$ cat config.mk
export PLATFORM = sky130hd
export DESIGN_NAME = alb_cal
export DESIGN_NICKNAME = d
export VERILOG_FILES = /design/src/rtl/core/ambient_light_backlight_scale_assert.svh /design/src/rtl/core/alb_pkg.sv /design/src/rtl/core/alb_cal.sv
export SDC_FILE = /design/constraint.sdc
export NUM_CORES = 1
export LEC_CHECK = 0
export BUFFER_PORTS_ARGS = -buffer_cell sky130_fd_sc_hd__buf_2
export CORE_ASPECT_RATIO = 0.6
export CORE_MARGIN = 5
export CORE_UTILIZATION = 50
export DETAILED_ROUTE_END_ITERATION = 10
export PLACE_DENSITY_LB_ADDON = 0.1
export SYNTH_ARGS = -nofsm -noshare
export SYNTH_HDL_FRONTEND = slang
export SYNTH_SLANG_ARGS = --single-unit
$ cat constraint.sdc
create_clock -name i_clk -period 15.91 [get_ports i_clk]
set_input_delay 3.182 -clock i_clk [delete_from_list [all_inputs] [get_ports i_clk]]
set_output_delay 3.182 -clock i_clk [all_outputs]
set_load 0.01 [all_outputs]
$ cat src/rtl/core/ambient_light_backlight_scale_assert.svh
// Assertion macros shared by the ambient light backlight scale RTL.
`ifndef AMBIENT_LIGHT_BACKLIGHT_SCALE_ASSERT_SVH
`define AMBIENT_LIGHT_BACKLIGHT_SCALE_ASSERT_SVH
`ifndef SYNTHESIS
`define ALB_ASSERT_IMP(lbl, ante, cons) \
    lbl: assert property (@(posedge i_clk) disable iff (!i_rst_n) (ante) |-> (cons)) \
        else $error("alb assertion failed");
`define ALB_ASSERT_NEXT(lbl, ante, cons) \
    lbl: assert property (@(posedge i_clk) disable iff (!i_rst_n) (ante) |=> (cons)) \
        else $error("alb assertion failed");
`define ALB_ASSERT_DLY(lbl, ante, dly, cons) \
    lbl: assert property (@(posedge i_clk) disable iff (!i_rst_n) (ante) |-> ##dly (cons)) \
        else $error("alb assertion failed");
`else
`define ALB_ASSERT_IMP(lbl, ante, cons)
`define ALB_ASSERT_NEXT(lbl, ante, cons)
`define ALB_ASSERT_DLY(lbl, ante, dly, cons)
`endif
`endif

$ cat src/rtl/core/alb_pkg.sv
// Shared types, constants and the restoring division step.
package alb_pkg;

    localparam int DIV_STEPS = 32;
    localparam int CNT_W     = $clog2(DIV_STEPS);

    localparam logic [15:0] LOW_TH_RST  = 16'd150;
    localparam logic [15:0] HIGH_TH_RST = 16'd1000;
    localparam logic [15:0] MIN_LUM_RST = 16'd15;
    localparam logic [14:0] MAX_LUM_RST = 15'd350;
    localparam logic [15:0] REFL_RST    = 16'd7427;

    localparam logic [31:0] HALF_ROUND_12 = 32'd2048;
    localparam logic [31:0] HALF_ROUND_16 = 32'd32768;
    localparam logic [31:0] TOP_ROUND_6   = 32'd32;
    localparam logic [15:0] ALL_ONES      = 16'hFFFF;

    typedef enum logic [2:0] {
        CFG_LOW_TH  = 3'd0,
        CFG_HIGH_TH = 3'd1,
        CFG_MIN_LUM = 3'd2,
        CFG_MAX_LUM = 3'd3,
        CFG_REFL    = 3'd4
    } t_cfg_idx;

    typedef enum logic [1:0] {
        RG_LOW  = 2'd0,
        RG_MID  = 2'd1,
        RG_HIGH = 2'd2
    } t_region;

    // calibration handed from the register block to the datapath
    typedef struct packed {
        logic [15:0] lo_th;
        logic [15:0] hi_th;
        logic [15:0] min_lum;
        logic [14:0] max_lum;
        logic [15:0] refl;
        logic [15:0] lo_ratio;
        logic [15:0] hi_ratio;
        logic [15:0] span;
    } t_cal;

    typedef struct packed {
        logic [15:0] rem;
        logic [31:0] d;
    } t_div;

    // one restoring step: shift in the next dividend bit, subtract if it fits
    function automatic t_div div_step(input logic [15:0] rem, input logic [31:0] d,
                                      input logic [15:0] den);
        logic [16:0] part;
        logic [16:0] diff;
        logic        ge;
        t_div        res;
        part    = {rem, d[31]};
        diff    = part - {1'b0, den};
        ge      = (part >= {1'b0, den});
        res.rem = ge ? diff[15:0] : part[15:0];
        res.d   = {d[30:0], ge};
        return res;
    endfunction

endpackage

$ cat src/rtl/core/alb_cal.sv
// Configuration registers and the sequential lux ratio calculation.
module alb_cal import alb_pkg::*; (
    input  logic        i_clk,
    input  logic        i_rst_n,
    input  logic        i_cfg_valid,
    output logic        o_cfg_ready,
    input  logic [2:0]  i_cfg_index,
    input  logic [15:0] i_cfg_data,
    output t_cal        o_cal,
    output logic        o_busy
);

    typedef enum logic [3:0] {
        ST_IDLE = 4'b0001,
        ST_MUL  = 4'b0010,
        ST_PREP = 4'b0100,
        ST_DIV  = 4'b1000
    } t_state;

    t_state             r_state, n_state;
    logic               r_sel, n_sel;
    logic [CNT_W-1:0]   r_cnt, n_cnt;
    logic [15:0]        r_lo_th, r_hi_th, r_min_lum, r_refl;
    logic [14:0]        r_max_lum;
    logic [31:0]        r_prod;
    logic [15:0]        r_rem;
    logic [31:0]        r_dq;
    logic [15:0]        r_den;
    logic [15:0]        r_lo_ratio, r_hi_ratio;

    logic               cfg_wr;
    logic [15:0]        lum, lux;
    logic [31:0]        rnd;
    logic [19:0]        tot_sum;
    logic [15:0]        total;
    logic [16:0]        tot_inc;
    logic [31:0]        scaled;
    logic               special;
    logic [15:0]        special_val;
    t_div               step;

    assign o_cfg_ready = 1'b1;
    assign cfg_wr      = i_cfg_valid;
    assign o_busy      = (r_state != ST_IDLE);

    // operands of the ratio being worked on
    assign lum = r_sel ? {1'b0, r_max_lum} : r_min_lum;
    assign lux = r_sel ? r_hi_th : r_lo_th;

    // rounded reflected total and scaled numerator
    assign rnd     = r_prod + HALF_ROUND_12;
    assign tot_sum = rnd[31:12] + {lum, 4'b0};
    assign total   = tot_sum[15:0];
    assign tot_inc = {1'b0, total} + 17'd1;
    assign scaled  = {lum[11:0], 20'b0} + {16'b0, tot_inc[16:1]};

    always_comb begin
        special     = 1'b1;
        special_val = ALL_ONES;
        if (lum == '0 && lux == '0) begin
            special_val = '0;
        end else if (scaled == {total, 16'b0} || total == '0) begin
            special_val = ALL_ONES;
        end else begin
            special = 1'b0;
        end
    end

    assign step = div_step(r_rem, r_dq, r_den);

    // sequence the two ratios; any write restarts the sweep
    always_comb begin
        n_state = r_state;
        n_sel   = r_sel;
        n_cnt   = r_cnt;
        case (r_state)
            ST_IDLE: begin
                n_state = ST_IDLE;
            end
            ST_MUL: begin
                n_state = ST_PREP;
            end
            ST_PREP: begin
                n_cnt = '0;
                if (special) begin
                    n_state = r_sel ? ST_IDLE : ST_MUL;
                    n_sel   = 1'b1;
                end else begin
                    n_state = ST_DIV;
                end
            end
            ST_DIV: begin
                n_cnt = r_cnt + CNT_W'(1);
                if (r_cnt == CNT_W'(DIV_STEPS - 1)) begin
                    n_state = r_sel ? ST_IDLE : ST_MUL;
                    n_sel   = 1'b1;
                end
            end
            default: begin
                n_state = ST_MUL;
                n_sel   = 1'b0;
            end
        endcase
        if (cfg_wr) begin
            n_state = ST_MUL;
            n_sel   = 1'b0;
        end
    end

    // hold control state
    always_ff @(posedge i_clk) begin
        if (!i_rst_n) begin
            r_state <= ST_MUL;
            r_sel   <= 1'b0;
            r_cnt   <= '0;
        end else begin
            r_state <= n_state;
            r_sel   <= n_sel;
            r_cnt   <= n_cnt;
        end
    end

    // take register writes
    always_ff @(posedge i_clk) begin
        if (!i_rst_n) begin
            r_lo_th   <= LOW_TH_RST;
            r_hi_th   <= HIGH_TH_RST;
            r_min_lum <= MIN_LUM_RST;
            r_max_lum <= MAX_LUM_RST;
            r_refl    <= REFL_RST;
        end else if (cfg_wr) begin
            case (i_cfg_index)
                CFG_LOW_TH:  r_lo_th   <= i_cfg_data;
                CFG_HIGH_TH: r_hi_th   <= i_cfg_data;
                CFG_MIN_LUM: r_min_lum <= i_cfg_data;
                CFG_MAX_LUM: r_max_lum <= i_cfg_data[14:0];
                CFG_REFL:    r_refl    <= i_cfg_data;
                default: begin
                end
            endcase
        end
    end

    // ratio datapath: product, setup, serial division, store
    always_ff @(posedge i_clk) begin
        if (r_state == ST_MUL) begin
            r_prod <= {32'(lux * r_refl) << 1};
        end
        if (r_state == ST_PREP) begin
            r_rem <= '0;
            r_dq  <= scaled;
            r_den <= total;
            if (special) begin
                if (r_sel) begin
                    r_hi_ratio <= special_val;
                end else begin
                    r_lo_ratio <= special_val;
                end
            end
        end
        if (r_state == ST_DIV) begin
            r_rem <= step.rem;
            r_dq  <= step.d;
            if (r_cnt == CNT_W'(DIV_STEPS - 1)) begin
                if (r_sel) begin
                    r_hi_ratio <= step.d[15:0];
                end else begin
                    r_lo_ratio <= step.d[15:0];
                end
            end
        end
    end

    assign o_cal.lo_th    = r_lo_th;
    assign o_cal.hi_th    = r_hi_th;
    assign o_cal.min_lum  = r_min_lum;
    assign o_cal.max_lum  = r_max_lum;
    assign o_cal.refl     = r_refl;
    assign o_cal.lo_ratio = r_lo_ratio;
    assign o_cal.hi_ratio = r_hi_ratio;
    assign o_cal.span     = r_hi_th - r_lo_th;

endmodule

# Word level (Yosys, flattened, before mapping)
# Index checks and enable logic that the tools add are counted.
# Widths: inputs -> output; s select.
[word_totals]
ff_bits = 212
input_bits = 22
wordCells = 83
[classes]
add_sub_neg = 7
n_mul = 1
magnitude_cmp = 1
n_eq_ne = 13
n_mux = 30
bitwise_logic = 2
n_reduce_logical = 15
[op_table]
columns = ["cell", "count"]
rows = [
  ["$mux 16", 18],
  ["$mux 32", 2],
  ["$logic_not 16->1", 3],
  ["$add 32x16->32", 1],
  ["$eq 32x32->1", 1],
  ["$sub 16x16->16", 2],
  ["$add 28x12->28 const B", 1],
  ["$mul 16x16->27", 1],
  ["$add 16x1->17 const B", 1],
  ["$ge 17x16->1", 1],
  ["$add 16x16->16", 1],
  ["$pmux 4 s4", 1],
  ["$pmux 5 s2", 1],
  ["$reduce_and 2->1", 5],
  ["$mux 4", 2],
  ["$eq 3x2->1 const B", 2],
  ["$add 5x1->5 const B", 1],
  ["$eq 5x5->1 const B", 1],
  ["$eq 4x1->1 const B", 1],
  ["$eq 4x2->1 const B", 1],
  ["$eq 4x3->1 const B", 1],
  ["$eq 4x4->1 const B", 1],
  ["$mux 1", 4],
  ["$ne 2x2->1 const B", 2],
  ["other kinds (12)", 14],
]

# Logic depth before layout (Yosys ltp)
[depth]
depth_word = 13
mapped_depth = 29
ltp_nobuf = 24

# Worst setup path before layout
# No wires, ideal clock.
[synth_path]
path_type = "reg2reg"
start = "register r_sel"
end = "register r_prod[27], data pin"
arrival_time_ns = 7.088
slack_ns = 8.687
path_stages_with_launch = 27
path_buffers = 5
period_less_slack_ns = 7.223
path_cell_list = "dfxtp_1 > buf_1 > buf_6 > buf_6 > clkbuf_1 > nand2_1 > o21ai_0 > clkbuf_1 > nand2_1 > fa_1 > inv_1 > fa_1 > fa_1 > fa_1 > fa_1 > inv_1 > fa_1 > inv_1 > ha_1 > a21o_1 > a21oi_1 > nor2_1 > or4b_2 > nor3_1 > nor3_1 > or3_1 > nand3_1"
[synth_via]
elab_chain_cells = 2
[synth_lines]
columns = ["element", "line", "source"]
rows = [
  ["from (decl)", "alb_cal.sv:21", "logic r_sel, n_sel;"],
  ["from (signal assigned)", "alb_cal.sv:118", "r_sel <= n_sel;"],
  ["$mux 16", "alb_cal.sv:48", "assign lux = r_sel ? r_hi_th : r_lo_th;"],
  ["$mul 16x16->27", "alb_cal.sv:147", "r_prod <= {32'(lux * r_refl) << 1};"],
  ["to (signal assigned)", "alb_cal.sv:147", ""],
  ["to (decl)", "alb_cal.sv:25", "logic [31:0] r_prod;"],
]
# Every way passes these cells.
# A chain may end at the register's enable or synchronous reset.

# Worst setup path after layout
# Ends and elaborated chain as after synthesis.

==> summary.md <==
| Metric | Value |
|---|---|
| Outcome | finished, final reports clean |
| Initial DRC Count | approximately 1400 |
| Worst R2R Path Depth | 21 |
| Seq/Total Area, Yosys | 0.268 |
| GRT busiest layer | met1 |
| Crit start category | register |
| Layout cells sized above 1 | 0.122 |
| Synth area leader | fa_1 |
| Synth top cells by count | nand2_1, inv_1, fa_1 |
| Post-synth cell types | 78 |
| Skew-Pair Late Insertion Delay | 0.53 ns |
| CTS tree | yes |
| Max clock buf depth | 3 |
| Count leader, synth | nand2_1 |
| Io pins | 151 |
| Minimum clock period | 7.77 ns |
| Initial antenna violation count | 0 |
| I/O Buffers | 149 |
| Final hold violation count | 0 |
| Global route total overflow | 0 |
| Max Freq | 0.129 GHz |
| Initial core utilization | 0.502 |
| Met2 Usage GRT | 0.373 |
| Slew @ Worst Pin | roughly 1.2 ns |
| RSZ-0062 raised after global routing | false |
| # diodes | 0 |
| Crit end category | register |
| Global router's overall resource usage | 0.261 |
| Die width | 256 um |
| Kind of critical path | reg -> reg |
| Total CTS buffers | 21 |
| Final #Nets | 2452 |
| Final setup viols | 0 |
| Critical Path RT | 16.32 ns |
| MaxCap Viol Count | 0 |
| Synthesized instance count | roughly 2000 |
| Maximum vdd drop | 0.0646 mV |
| Drt via density | 5.57 |
| Setup WS post-layout | a little over 8 ns |
| Die ar. | 0.0403 sq mm |
| Leakage | between 8 and 9 nW |
| M3 GR Usage | 0.0654 |
| Pwr Density | 101 mW/mm^2 |
| PostCTS Resize Cnt | 0 |
| Final Max Tran Viols | 0 |
| Setup bufs post-CTS | 0 |
| HP Class | reg -> reg |
| Hold Crit Depth | 1 |
| Synthesized area per cell | about 9.0 sq um |
| # fillers | around 3300 |
| P&R area growth vs syn | 9.99% |
| Pre-antenna DRT Iters | 5 |
| Critical path arrival | between 8 and 9 ns |
| Setup TNS | 0 ns |
| Yosys top cell area share | 0.208 |
| Yosys warns | 0 |
| Die Ht | ~160 um |
| # clock sinks | around 200 |
| Synth area leaders | fa_1, edfxtp_1, dfxtp_1, ha_1, nand2_1 |
| Final GP Congestion | 0.925 |
| Relative slew slack | 0.197 |
| Core Area | about 0.036 sq mm |
| CTS Root Cell | clkbuf_16 |
| Routed Antenna Nets | 0 |
| Vias | 14600 |
| Drt drc | 0 |
| Clock transition at path regs | ~0.080 ns |
| Vias in the first global route | 14500 |
| Final wirelength | 52400 um |
| Pre-CTS setup slack | 8.28 ns |
| Final worst-path cycle share | 0.488 |
| Netlist Area Pre-Place | 0.0181 sq mm |
| Worst Path Max Fanout | slightly below 50 |
| Multi-input gate area | 0.0119 sq mm |
| DP HPWL | 40500 um |
| #FFs+latches synth | 202 |
| Non-filler cells, final | roughly 2600 |
| Setup Skew | between 0.03 and 0.04 ns |
| Mapped Nets | between 2000 and 2500 |
| First-pass GRT wire length | 83800 um |
| FF/Latch Area | 0.00486 sq mm |
| Dpl cells | about 2600 |
| Post-synth EDFFs | 81 |
| Largest net degree at the start of global routing | 86 |
| Met1 usage in global routing | 0.405 |
| Ys flop type | dfxtp_1 |
| Row count | 54 |
| Total power | between 0.002 and 0.0025 W |
| Drt wl/cell | 20.1 um |
| Hold-fix buffers, CTS | 0 |
| Async S/R FF share, synth | 0 |
| H-tree Lvls | 1 |
[final cells by class]
cell class / instances / share of cell area
Multi-Input combinational cell: 1450 / 0.596
Inverter: 276 / 0.0520
Sequential cell: 202 / 0.244
Tap cell: 476 / 0.0299
Clock buffer: 28 / 0.0302
Clock inverter: 10 / 0.00333
Timing Repair Buffer: 169 / 0.0449
[placed cells by master (no fill, tap or decap), types with 16 or more instances in the layout]
cell type  synthesis  routed
and2_1           108     108
edfxtp_1          81      81
dfxtp_1          121     120
buf_4              1      20
xnor2_1           58      58
nor3_1            20      20
ha_1             122     122
a21o_1            17      17
clkbuf_16          0      22
nor2b_1           37      37
fa_1             188     188
a21oi_1           39      39
o221a_1           16      16
o21ai_0           35      29
nor2_1           113     113
a21boi_0          53      53
nand2_1          349     349
inv_1            276     275
xor2_1            20      20
a22oi_1           22      22
nand3_1           52      52
buf_2              1     149
mux2_2            17      17
[report_power, final]
| group | switching, W | total, W | internal, W | leakage, nW |
|---|---|---|---|---|
| Clock | 0.000222 | 0.000492 | 0.000270 | 0.338 |
| Combinational | 0.000518 | 0.000865 | 0.000346 | 6.84 |
| Sequential | 0.0000407 | 0.000654 | 0.000613 | 1.74 |
| Total | 0.000781 | 0.00201 | 0.00123 | 8.92 |
[cells by family after synthesis]
family          synth area share
compound gates             0.105
xor+xnor                  0.0395
fa+ha+maj                  0.292
buf+inv                   0.0772
flops                      0.268
mux                       0.0183
other cells             0.000207
simple gates               0.200
[path summary, 6_finish.rpt]
| path | from | endpoint | slack [ns] |
|---|---|---|---|
| worst max-delay path | r_sel | r_prod[27] | 8.14 |
| worst min-delay path | r_cnt[3] | r_cnt[3] | 0.47 |
| worst max register to register | r_sel | r_prod[27] | 8.14 |
| worst min register to register | r_cnt[3] | r_cnt[3] | 0.47 |
[per-layer routing]
layer / routed length [um] / part of all wire / vias up
met5: 0 / 0 / -
met4: 874 / 0.017 / 0
met3: 5170 / 0.099 / 53
met2: 21100 / 0.40 / 622
met1: 25200 / 0.48 / 7119
li1: - / - / 6756
[flip-flops by register name, summed over array words and instances (netlist names)]
| name | cells |
|---|---|
| r_prod | 17 |
| r_refl | 16 |
| r_hi_th | 16 |
| r_den | 16 |
| r_rem | 16 |
| r_state | 4 |
| r_min_lum | 16 |
| r_dq | 32 |
| r_lo_ratio | 16 |
| r_sel | 1 |
| r_max_lum | 15 |
| r_lo_th | 16 |
| r_hi_ratio | 16 |
| r_cnt | 5 |
[worst max-delay path, cell delays in order (launching register included)]
cell     delay [ns]
dfxtp_2        1.10
mux2_2         0.60
and2_1         0.25
fa_1           0.54
inv_1          0.06
fa_1           0.48
inv_1          0.07
fa_1           0.48
fa_1           0.54
fa_1           0.52
inv_1          0.07
fa_1           0.54
inv_1          0.04
ha_1           0.22
a21o_1         0.19
a21oi_1        0.15
nor2_1         0.08
or4b_2         0.62
nor3_1         0.39
nor3_1         0.18
or3_1          0.40
nand3_1        0.09
[metrics by stage]
stage	hold slack, ns	utilization	area, sq um
after floorplan	0.415	-	18100
after global placement	0.434	0.534	19300
after detailed placement	0.441	0.534	19300
after CTS	0.458	0.553	19900
after global routing	0.493	0.553	19900
final	0.468	0.553	19900
Power figures use the tool's default switching activity.
